--- config.mk ---
export PLATFORM = sky130hd
export DESIGN_NAME = gyro_yaw_integrator
export DESIGN_NICKNAME = d
export VERILOG_FILES = /design/src/rtl/gyi_pkg.sv /design/src/rtl/gyi_queue.sv /design/src/rtl/gyi_front.sv /design/src/rtl/gyi_back.sv /design/src/rtl/gyro_yaw_integrator.sv
export SDC_FILE = /design/constraint.sdc
export NUM_CORES = 2
export LEC_CHECK = 0
export ABC_CLOCK_PERIOD_IN_PS = 10400
export BUFFER_PORTS_ARGS = -buffer_cell sky130_fd_sc_hd__buf_4
export CAP_MARGIN = 10
export CORE_UTILIZATION = 56
export DETAILED_ROUTE_END_ITERATION = 12
export PLACE_DENSITY = 0.73
export SYNTH_ARGS = -nofsm -noshare
export SYNTH_HDL_FRONTEND = slang
export SYNTH_SLANG_ARGS = --single-unit
--- constraint.sdc ---
create_clock -name clock -period 10.4 [get_ports clock]
set_input_delay 2.6 -clock clock [delete_from_list [all_inputs] [get_ports clock]]
set_output_delay 2.6 -clock clock [all_outputs]
set_load 0.1 [all_outputs]
--- src/rtl/gyi_pkg.sv ---
// Shared types and constants for the gyro yaw integrator.
package gyi_pkg;

   localparam int RAW_W   = 16;   // gyro sample width
   localparam int SUM_W   = 24;   // calibration sum width
   localparam int YAW_W   = 41;   // yaw accumulator, unsigned Q9.32
   localparam int FRAC_W  = 32;
   localparam int OUT_W   = 25;   // reported yaw, unsigned Q9.16
   localparam int DEG_W   = 9;
   localparam int DB_W    = 15;
   localparam int GAIN_W  = 24;
   localparam int PROD_W  = RAW_W + GAIN_W + 1;

   localparam logic [DEG_W-1:0]  FULL_TURN_DEG = DEG_W'(360);
   localparam logic [YAW_W:0]    FULL_TURN_Q32 = (YAW_W + 1)'(360) << FRAC_W;

   localparam int QUEUE_DEPTH = 4;
   localparam int QPTR_W      = $clog2(QUEUE_DEPTH);

   // register map, word index into the CSR space
   localparam logic [1:0] REG_DEADBAND    = 2'd0;
   localparam logic [1:0] REG_RATE_GAIN   = 2'd1;
   localparam logic [1:0] REG_INITIAL_YAW = 2'd2;

   localparam logic [DB_W-1:0]   DEADBAND_RST    = DB_W'(60);
   localparam logic [GAIN_W-1:0] RATE_GAIN_RST   = GAIN_W'(4032678);
   localparam logic [DEG_W-1:0]  INITIAL_YAW_RST = DEG_W'(90);

   // one classified sample handed from front to back
   typedef struct packed {
      logic                    cal;       // bias sample
      logic                    cal_last;  // final bias sample: reload yaw
      logic signed [RAW_W-1:0] rate;      // corrected rate, zero inside deadband
   } entry_type;

   // fold an out-of-range start angle back into [0, 360)
   function automatic logic [DEG_W-1:0] start_deg(input logic [DEG_W-1:0] deg);
      logic [DEG_W-1:0] r;
      r = deg;
      if (deg >= FULL_TURN_DEG) begin
         r = deg - FULL_TURN_DEG;
      end
      return r;
   endfunction

endpackage

--- src/rtl/gyi_queue.sv ---
// Small register queue between the classify front and the integrate back.
module gyi_queue
   import gyi_pkg::*;
(
   input  logic      clock,
   input  logic      reset,
   input  logic      push,
   input  entry_type push_entry,
   input  logic      pop,
   output entry_type pop_entry,
   output logic      full,
   output logic      empty
);

   entry_type         slot_ff [QUEUE_DEPTH];
   logic [QPTR_W-1:0] wr_ptr_ff, wr_ptr_in;
   logic [QPTR_W-1:0] rd_ptr_ff, rd_ptr_in;
   logic [QPTR_W:0]   count_ff, count_in;

   assign full      = (count_ff == (QPTR_W + 1)'(QUEUE_DEPTH));
   assign empty     = (count_ff == '0);
   assign pop_entry = slot_ff[rd_ptr_ff];

   always_comb begin
      wr_ptr_in = push ? wr_ptr_ff + 1'b1 : wr_ptr_ff;
      rd_ptr_in = pop  ? rd_ptr_ff + 1'b1 : rd_ptr_ff;
      count_in  = count_ff;
      if (push && !pop) begin
         count_in = count_ff + 1'b1;
      end else if (pop && !push) begin
         count_in = count_ff - 1'b1;
      end
   end

   always_ff @(posedge clock) begin
      if (reset) begin
         wr_ptr_ff <= '0;
         rd_ptr_ff <= '0;
         count_ff  <= '0;
      end else begin
         wr_ptr_ff <= wr_ptr_in;
         rd_ptr_ff <= rd_ptr_in;
         count_ff  <= count_in;
      end
   end

   always_ff @(posedge clock) begin
      if (push) begin
         slot_ff[wr_ptr_ff] <= push_entry;
      end
   end

endmodule

--- src/rtl/gyi_front.sv ---
// Front end: sample intake, bias calibration with reciprocal divide, deadband classify.
module gyi_front
   import gyi_pkg::*;
#(
   parameter int CAL_SAMPLES = 200
)
(
   input  logic                    clock,
   input  logic                    reset,
   input  logic                    req_valid,
   output logic                    req_ready,
   input  logic signed [RAW_W-1:0] req_gyro_z_raw,
   input  logic [DB_W-1:0]         deadband,
   input  logic                    queue_full,
   output logic                    push,
   output entry_type               push_entry
);

   localparam int CNT_W = $clog2(CAL_SAMPLES + 1);
   localparam logic [CNT_W-1:0] CNT_LAST = CNT_W'(CAL_SAMPLES - 1);

   // floor(x / CAL_SAMPLES) = (x * RECIP_K) >> RECIP_SHIFT for every 24-bit x
   localparam int     RECIP_SHIFT = SUM_W + $clog2(CAL_SAMPLES);
   localparam int     RECIP_W     = SUM_W + 1;
   localparam longint RECIP_VAL   = ((longint'(1) << RECIP_SHIFT) + longint'(CAL_SAMPLES) - 1)
                                    / longint'(CAL_SAMPLES);
   localparam logic [RECIP_W-1:0] RECIP_K = RECIP_W'(RECIP_VAL);

   typedef enum logic [2:0] {
      ST_CAL = 3'b001,
      ST_DIV = 3'b010,
      ST_RUN = 3'b100
   } state_type;

   state_type                   state_ff, state_in;
   logic signed [SUM_W-1:0]     cal_sum_ff, cal_sum_in;
   logic [CNT_W-1:0]            cal_count_ff, cal_count_in;
   logic signed [RAW_W-1:0]     bias_ff, bias_in;
   logic [SUM_W-1:0]            div_src_ff, div_src_in;
   logic                        div_neg_ff, div_neg_in;

   logic                        accept;
   logic signed [SUM_W-1:0]     sum_next;
   logic [SUM_W+RECIP_W-1:0]    quo_prod;
   logic [RAW_W-1:0]            quo_mag;
   logic signed [RAW_W-1:0]     d;
   logic [RAW_W:0]              mag;

   assign req_ready = ((state_ff == ST_CAL) || (state_ff == ST_RUN)) && !queue_full;
   assign accept    = req_valid && req_ready;
   assign push      = accept;

   assign sum_next  = cal_sum_ff + SUM_W'(req_gyro_z_raw);
   assign quo_prod  = div_src_ff * RECIP_K;
   assign quo_mag   = quo_prod[RECIP_SHIFT +: RAW_W];

   // corrected rate, 16-bit wrap; magnitude one bit wider for full-scale negative
   assign d   = req_gyro_z_raw - bias_ff;
   assign mag = d[RAW_W-1] ? ((RAW_W + 1)'(0) - {d[RAW_W-1], d})
                           : {1'b0, d};

   always_comb begin
      state_in     = state_ff;
      cal_sum_in   = cal_sum_ff;
      cal_count_in = cal_count_ff;
      bias_in      = bias_ff;
      div_src_in   = div_src_ff;
      div_neg_in   = div_neg_ff;

      push_entry.cal      = 1'b0;
      push_entry.cal_last = 1'b0;
      push_entry.rate     = '0;

      case (state_ff)
         ST_CAL: begin
            push_entry.cal      = 1'b1;
            push_entry.cal_last = (cal_count_ff == CNT_LAST);
            if (accept) begin
               cal_sum_in   = sum_next;
               cal_count_in = cal_count_ff + 1'b1;
               if (cal_count_ff == CNT_LAST) begin
                  // start the bias divide on the magnitude of the sum
                  state_in    = ST_DIV;
                  div_neg_in  = sum_next[SUM_W-1];
                  div_src_in  = sum_next[SUM_W-1] ? (SUM_W'(0) - sum_next) : sum_next;
               end
            end
         end
         ST_DIV: begin
            // reciprocal multiply, then restore the sign: truncation toward zero
            bias_in  = div_neg_ff ? (RAW_W'(0) - quo_mag) : quo_mag;
            state_in = ST_RUN;
         end
         ST_RUN: begin
            if (mag >= (RAW_W + 1)'(deadband)) begin
               push_entry.rate = d;
            end
         end
         default: begin
            state_in = ST_CAL;
         end
      endcase
   end

   always_ff @(posedge clock) begin
      if (reset) begin
         state_ff     <= ST_CAL;
         cal_sum_ff   <= '0;
         cal_count_ff <= '0;
         bias_ff      <= '0;
      end else begin
         state_ff     <= state_in;
         cal_sum_ff   <= cal_sum_in;
         cal_count_ff <= cal_count_in;
         bias_ff      <= bias_in;
      end
   end

   always_ff @(posedge clock) begin
      div_src_ff  <= div_src_in;
      div_neg_ff  <= div_neg_in;
   end

endmodule

--- src/rtl/gyi_back.sv ---
// Back end: gain multiply stage, yaw accumulate and wrap, result register.
module gyi_back
   import gyi_pkg::*;
(
   input  logic              clock,
   input  logic              reset,
   input  logic              queue_empty,
   input  entry_type         pop_entry,
   output logic              pop,
   input  logic [GAIN_W-1:0] rate_gain,
   input  logic [DEG_W-1:0]  initial_yaw,
   output logic              rsp_valid,
   input  logic              rsp_ready,
   output logic [OUT_W-1:0]  rsp_yaw_q16,
   output logic              rsp_calibrating
);

   logic                     s1_valid_ff, s1_valid_in;
   logic                     s1_cal_ff, s1_last_ff;
   logic signed [PROD_W-1:0] s1_prod_ff;
   logic                     rsp_valid_ff, rsp_valid_in;
   logic [OUT_W-1:0]         rsp_yaw_ff, rsp_yaw_in;
   logic                     rsp_cal_ff;
   logic [YAW_W-1:0]         yaw_acc_ff, yaw_acc_in;

   logic                     s1_ready;
   logic                     advance;
   logic [DEG_W-1:0]         deg;
   logic signed [YAW_W:0]    y_sum;
   logic signed [YAW_W:0]    y_wrap;

   assign advance  = s1_valid_ff && (!rsp_valid_ff || rsp_ready);
   assign s1_ready = !s1_valid_ff || advance;
   assign pop      = !queue_empty && s1_ready;
   assign deg      = start_deg(initial_yaw);

   assign rsp_valid       = rsp_valid_ff;
   assign rsp_yaw_q16     = rsp_yaw_ff;
   assign rsp_calibrating = rsp_cal_ff;

   // step is below 128 degrees, one correction brings the sum back into range
   assign y_sum = $signed({1'b0, yaw_acc_ff}) + $signed({s1_prod_ff[PROD_W-1], s1_prod_ff});

   always_comb begin
      y_wrap = y_sum;
      if (y_sum >= $signed(FULL_TURN_Q32)) begin
         y_wrap = y_sum - $signed(FULL_TURN_Q32);
      end else if (y_sum[YAW_W]) begin
         y_wrap = y_sum + $signed(FULL_TURN_Q32);
      end
   end

   always_comb begin
      s1_valid_in  = pop ? 1'b1 : (advance ? 1'b0 : s1_valid_ff);
      rsp_valid_in = advance ? 1'b1 : (rsp_ready ? 1'b0 : rsp_valid_ff);
      yaw_acc_in   = yaw_acc_ff;
      rsp_yaw_in   = rsp_yaw_ff;
      if (advance) begin
         if (s1_cal_ff) begin
            rsp_yaw_in = {deg, 16'b0};
            if (s1_last_ff) begin
               yaw_acc_in = {deg, 32'b0};
            end
         end else begin
            yaw_acc_in = y_wrap[YAW_W-1:0];
            rsp_yaw_in = y_wrap[YAW_W-1:FRAC_W-16];
         end
      end
   end

   always_ff @(posedge clock) begin
      if (reset) begin
         s1_valid_ff  <= 1'b0;
         rsp_valid_ff <= 1'b0;
         yaw_acc_ff   <= {start_deg(INITIAL_YAW_RST), 32'b0};
      end else begin
         s1_valid_ff  <= s1_valid_in;
         rsp_valid_ff <= rsp_valid_in;
         yaw_acc_ff   <= yaw_acc_in;
      end
   end

   always_ff @(posedge clock) begin
      if (pop) begin
         s1_cal_ff  <= pop_entry.cal;
         s1_last_ff <= pop_entry.cal_last;
         s1_prod_ff <= pop_entry.rate * $signed({1'b0, rate_gain});
      end
      rsp_yaw_ff <= rsp_yaw_in;
      if (advance) begin
         rsp_cal_ff <= s1_cal_ff;
      end
   end

endmodule

--- src/rtl/gyro_yaw_integrator.sv ---
// Top level of the gyro yaw integrator: CSR block, front, queue and back.
//
//  channel  | direction | handshake            | payload
//  req_*    | in        | req_valid/req_ready  | req_gyro_z_raw (s16)
//  rsp_*    | out       | rsp_valid/rsp_ready  | rsp_yaw_q16 (u25 Q9.16), rsp_calibrating
//  CSR      | in/out    | psel/penable/pready  | paddr, pwdata, prdata (32 bit)
//
// Sustained rate is one transaction per cycle while rsp_ready stays high and no bias
// divide is under way; an accepted req goes to a queue slot, then the gain multiply
// register, then the yaw accumulate and result register, which drives rsp_valid.
// After the last calibration sample the bias is formed by one reciprocal multiply
// in the divide state, and req_ready stays low for that state only.
// Reset is synchronous and clears control state; no clearing pass is needed.
// rsp stalls back up through the multiply stage into the four-entry queue; req
// keeps flowing until the queue fills.
module gyro_yaw_integrator
   import gyi_pkg::*;
#(
   parameter int CAL_SAMPLES = 200
)
(
   input  logic                    clock,
   input  logic                    reset,
   // sample input
   input  logic                    req_valid,
   output logic                    req_ready,
   input  logic signed [RAW_W-1:0] req_gyro_z_raw,
   // result output
   output logic                    rsp_valid,
   input  logic                    rsp_ready,
   output logic [OUT_W-1:0]        rsp_yaw_q16,
   output logic                    rsp_calibrating,
   // CSR port
   input  logic                    psel,
   input  logic                    penable,
   input  logic                    pwrite,
   input  logic [3:0]              paddr,
   input  logic [31:0]             pwdata,
   output logic [31:0]             prdata,
   output logic                    pready
);

   logic [DB_W-1:0]   deadband_ff, deadband_in;
   logic [GAIN_W-1:0] rate_gain_ff, rate_gain_in;
   logic [DEG_W-1:0]  initial_yaw_ff, initial_yaw_in;

   logic              csr_write;
   logic [1:0]        csr_index;

   logic              push;
   logic              pop;
   logic              queue_full;
   logic              queue_empty;
   entry_type         push_entry;
   entry_type         pop_entry;

   // no wait states on the CSR port
   assign pready    = 1'b1;
   assign csr_write = psel && penable && pwrite;
   assign csr_index = paddr[3:2];

   // write decode: keep the low bits of each field, drop writes past the map
   always_comb begin
      deadband_in    = deadband_ff;
      rate_gain_in   = rate_gain_ff;
      initial_yaw_in = initial_yaw_ff;
      if (csr_write) begin
         case (csr_index)
            REG_DEADBAND:    deadband_in    = pwdata[DB_W-1:0];
            REG_RATE_GAIN:   rate_gain_in   = pwdata[GAIN_W-1:0];
            REG_INITIAL_YAW: initial_yaw_in = pwdata[DEG_W-1:0];
            default: begin
            end
         endcase
      end
   end

   // read mux, zero-extended fields
   always_comb begin
      case (csr_index)
         REG_DEADBAND:    prdata = 32'(deadband_ff);
         REG_RATE_GAIN:   prdata = 32'(rate_gain_ff);
         REG_INITIAL_YAW: prdata = 32'(initial_yaw_ff);
         default:         prdata = '0;
      endcase
   end

   always_ff @(posedge clock) begin
      if (reset) begin
         deadband_ff    <= DEADBAND_RST;
         rate_gain_ff   <= RATE_GAIN_RST;
         initial_yaw_ff <= INITIAL_YAW_RST;
      end else begin
         deadband_ff    <= deadband_in;
         rate_gain_ff   <= rate_gain_in;
         initial_yaw_ff <= initial_yaw_in;
      end
   end

   // front: accept, calibrate bias, subtract it and apply the deadband
   gyi_front #(
      .CAL_SAMPLES (CAL_SAMPLES)
   ) u_front (
      .clock          (clock),
      .reset          (reset),
      .req_valid      (req_valid),
      .req_ready      (req_ready),
      .req_gyro_z_raw (req_gyro_z_raw),
      .deadband       (deadband_ff),
      .queue_full     (queue_full),
      .push           (push),
      .push_entry     (push_entry)
   );

   // decouple the two halves so each can stall on its own
   gyi_queue u_queue (
      .clock      (clock),
      .reset      (reset),
      .push       (push),
      .push_entry (push_entry),
      .pop        (pop),
      .pop_entry  (pop_entry),
      .full       (queue_full),
      .empty      (queue_empty)
   );

   // back: scale by the gain, integrate, wrap into one turn, hold the result
   gyi_back u_back (
      .clock           (clock),
      .reset           (reset),
      .queue_empty     (queue_empty),
      .pop_entry       (pop_entry),
      .pop             (pop),
      .rate_gain       (rate_gain_ff),
      .initial_yaw     (initial_yaw_ff),
      .rsp_valid       (rsp_valid),
      .rsp_ready       (rsp_ready),
      .rsp_yaw_q16     (rsp_yaw_q16),
      .rsp_calibrating (rsp_calibrating)
   );

endmodule

Word-level counts from Yosys, hierarchy flattened
Memory sizes are Yosys's and may differ from the RTL's. A register that Yosys moved wholly into a read port is not among the register bits.
Index checks and enable logic that the tools add are counted.

operators by class
  muxes and demuxes = 26
  magnitude comparators = 3
  $add $sub $neg = 14
  multiply operators = 2
  equality and inequality tests = 10
  reductions and logical operators = 29
  bitwise operators = 1

operators by type and width
  kind                    count
  $mux 41                 4
  $pmux 24 s3             1
  $mul 24x25->48 const B  1
  $mux 16                 3
  $add 42x41->42          1
  $ge 42x42->1 const B    1
  $add 41x41->41 const B  1
  $mul 16x25->41          1
  $sub 41x41->41 const B  1
  $mux 25                 1
  $add 24x16->24          1
  $sub 1x24->24 const A   1
  $mux 23                 1
  $ge 17x15->1            1
  $mux 17                 1
  $sub 1x16->17 const A   1
  $sub 1x16->16 const A   1
  $sub 16x16->16          1
  $mux 3                  4
  $reduce_and 2->1        5
  $ge 9x9->1 const B      1
  $mux 9                  1
  $pmux 3 s3              1
  $sub 9x9->9 const B     1
  other kinds (22)        49

storage, ports and cells
  input port bits = 59
  memories = 1
  word-level logic and storage cells = 108
  output and inout port bits = 61
  register bits after elaboration = 243
  memory bits (writable) = 72

memory list
  name             words  width  read ports  clocked after Yosys merged registers in  wr ports  line             source
  u_queue.slot_ff  4      18     1           1                                        1         gyi_queue.sv:15  entry_type slot_ff [QUEUE_DEPTH];

Longest topological paths before layout
  word-level depth = 8
  mapped depth = 30
  gate-level depth less buffers = 30

Hierarchy
A second synthesis with hierarchy kept.

second synthesis, totals
  cells, all modules = 4302
  area, all modules = 40827.9 µm²

by module, submodules not included
  module               cells each  instances  seq. area each (µm²)  area each (µm²)
  gyi_back             2186        1          2932.8                19483.7
  gyi_front            1717        1          1771.7                15840.2
  gyi_queue            138         1          2342.2                3067.9
  gyro_yaw_integrator  261         1          960.9                 2436.1

Worst setup path after synthesis
No wires, ideal clock.

  path kind = register -> register
  start = reg with a tool-made name
  end = reg u_back.s1_prod_ff[39], data pin
  period minus slack after synthesis = 8.238 ns
  path buffers = 3
  data arrival time = 7.980 ns
  stages on the path, launching flop included = 30
  required time = 10.142 ns
  library setup time = 0.258 ns
  slack = 2.162 ns
  cell sequence = dfxtp_1 > clkbuf_1 > clkbuf_1 > mux4_2 > clkbuf_1 > nand2_1 > fa_1 > inv_1 > fa_1 > inv_1 > fa_1 > inv_1 > fa_1 > inv_1 > fa_1 > inv_1 > fa_1 > ha_1 > a21o_1 > a21oi_1 > nor2b_1 > nor3_1 > a31oi_1 > or4_1 > a31oi_1 > o31ai_1 > a311oi_1 > o311ai_0 > a21oi_1 > xnor2_1

RTL lines
  element               line            source
  to (signal assigned)  gyi_back.sv:87  s1_prod_ff <= pop_entry.rate * $signed({1'b0, rate_gain});
  to (decl)             gyi_back.sv:20  logic signed [PROD_W-1:0] s1_prod_ff;

==> flow_metrics.tcl <==
set metrics [dict create \
    netlist_instances 4255 \
    drc 0 \
    rows 97 \
    syn_area_um2 39800 \
    cts_tree "yes" \
    vias_per_cell 5.68 \
    coreArea_um2 70100 \
    drv_cap 0 \
    yosys_warnings 0 \
    layout-area-overhead-vs-synth_pct 7.00 \
    synth_ff_type "edfxtp_1" \
    hpwl_um 81900 \
    setup_tns_ps 0 \
    root_buffer "clkbuf_16" \
    worst_ep_arrival_time_ps 9430 \
    clock-sinks 317 \
    start_util 0.567 \
    clk_latency_ps 570 \
    skew_ps 32.8 \
    maxSlewViolCount 0 \
    synth.avg_cell_area_um2 9.34 \
    hold_buffers 0 \
    routed_wl_um 103000 \
    clock_path_buffers 3 \
    die-area_um2 72100 \
    rsz0062_at_grt "no" \
    setup_viol 0 \
    gp_congestion 0.996 \
    cts_setup_buffers 0 \
    worstPathRequired_ps 10700 \
    ant_nets 0 \
    fmax_mhz 110 \
    die_w_um 268 \
    clkTransAtPathRegs_ps 60 \
    drive_gt1_frac 0.0563 \
    post-route-min-period_ps 9130 \
    hold_path_class "reg -> reg" \
    detail_route.first_pass.iterations 5 \
    maxSlewHeadroom 0.183 \
    period_share 0.878 \
    path_max_fanout 16 \
    grt_usage 0.295 \
    numCtsBuffers 38 \
    ys_seq_area_frac 0.201 \
    drt_iter0_markers 2249 \
    worst_pin_slew_ps 1220 \
    status "complete, no violations" \
    grt_max_degree 79 \
    die_h_um 268 \
    grt_pass1_wl_um 164000 \
    n_fill_cell 6027 \
    start_kind "flop" \
    ctsResizeCount 0 \
    vias 29700 \
    antenna_found_initial 1 \
    io_buffers 100 \
    end_kind "flop" \
    postSynthRegisterBits 317 \
    h-tree-depth 2 \
    overflow 0 \
    ys_types 86 \
    async_flop_share 0 \
    wl_per_cell_um 19.6 \
    io_pins 120 \
    worstSetupPathType "reg -> reg" \
    nets 5328 \
    synth_edf_count 166 \
    finalHoldViolations 0 \
    grt_pass1_vias 30000 \
]
[final cells by class]
cell class                      instances  area, um^2  share of cell area
Clock inverter                         24         229             0.00538
Antenna cell                            1        2.50           0.0000588
Multi-Input combinational cell       3041       28400               0.667
Timing Repair Buffer                  127         961              0.0226
Inverter                              744        2790              0.0657
Tap cell                              940        1180              0.0277
Clock buffer                           46         981              0.0231
Sequential cell                       317        8010               0.188
[registers in the layout, summed over array words and instances (netlist names), 15 cells and up, named ones only]
name                cells
u_back.rsp_yaw_q16     25
u_front.div_src_ff     24
u_front.bias_ff        16
rate_gain_ff           24
deadband_ff            15
u_back.s1_prod_ff      41
u_back.yaw_acc_ff      41
u_front.cal_sum_ff     24
u_queue.slot_ff        72
[cell usage after synthesis, types with 7 or more instances]
master	instances	area (um^2)
fa_1	509	10200
a21oi_1	205	1030
or4_1	8	60.1
buf_1	11	41.3
nor2_1	223	837
or3_1	15	93.8
a221oi_1	7	61.3
nor3_1	44	220
nor4_1	13	81.3
o21bai_1	27	203
o21a_1	24	180
nand2b_1	31	194
buf_4	9	67.6
clkbuf_1	139	522
nor2b_1	27	169
ha_1	491	6140
and3_1	28	175
o31ai_1	11	82.6
nand4_1	27	169
nand3_1	65	325
a211o_1	7	61.3
o21ai_0	105	526
xnor2_1	126	1100
a22oi_1	24	180
a211oi_1	43	323
mux4_2	17	383
a21o_1	74	556
o211ai_1	15	113
edfxtp_1	166	4980
a21boi_0	12	90.1
a31oi_1	24	150
nand2_1	465	1750
dfxtp_1	151	3020
inv_1	742	2790
or2_2	12	75.1
mux2i_1	30	300
and2_1	174	1090
xor2_1	55	482
[final timing paths]
| check | start | endpoint | slack, ps | cells past startpoint |
|---|---|---|---|---|
| hold / removal | u_front.cal_sum_ff[17] | u_front.cal_sum_ff[17] | 460 | 2 |
| hold reg to reg | u_front.cal_sum_ff[17] | u_front.cal_sum_ff[17] | 460 | 2 |
| setup reg to reg | flop | u_back.s1_prod_ff[39] | 1270 | 27 |
| setup / recovery | flop | u_back.s1_prod_ff[39] | 1270 | 27 |
[cell families (layout without fill, tap and decap cells)]
kind of cell	count (synthesis)	in the layout	share of synthesized area
compound gates	641	641	0.106
xor+xnor	181	181	0.0399
fa+ha+maj	1000	1000	0.411
buf+inv	904	941	0.0862
flops	317	317	0.201
mux	50	50	0.0180
other cells	2	10	0.000189
simple gates	1160	1160	0.138
[worst max-delay path, cell delays in order, from the launching register on]
cell	delay (ps)
dfxtp_1	990
buf_4	290
mux2_2	330
o21ai_0	140
buf_4	270
inv_1	410
nand2b_1	220
fa_1	450
fa_1	490
inv_1	50
fa_1	470
inv_1	50
fa_1	470
fa_1	510
inv_1	50
fa_1	440
ha_1	360
a21oi_1	150
nor2b_1	70
nor3_1	160
a31oi_1	100
or4_1	530
a31oi_1	280
o31ai_1	150
a311oi_1	780
o311ai_0	290
a21oi_1	250
xnor2_1	90
[per-stage QoR]
step | setup slack [ps] | area, um^2 | util | hold WS (ps) | instances
after CTS | 1180 | 42500 | 0.606 | 461 | 5238
after floorplan | 2160 | 39800 | - | 432 | 4262
after global placement | 1320 | 41300 | 0.589 | 441 | 5168
final | 1270 | 42500 | 0.606 | 459 | 5240
after global routing | 616 | 42500 | 0.606 | 480 | 5240
after detailed placement | 1200 | 41300 | 0.589 | 446 | 5168
[cells in the final DEF (no fill, tap or decap), drive strengths merged, types with 66 or more instances in the layout]
cell,count
xnor2,126
a21o,74
edfxtp,166
ha,491
a21oi,206
nand3,66
o21ai,106
inv,746
and2,175
dfxtp,151
buf,127
fa,509
nand2,466
nor2,223
[metal layers]
metal / part of all wire / track usage / vias to the layer above
li1: - / - / 13900
met1: 0.44 / 0.417 / 14500
met2: 0.45 / 0.457 / 1102
met3: 0.090 / 0.0676 / 173
met4: 0.027 / 0.0812 / 0
met5: 0 / 0 / -
Power is left out: the tool's default activity adds up to more than one toggle a clock period on the data nets, which glitch-free logic cannot reach.
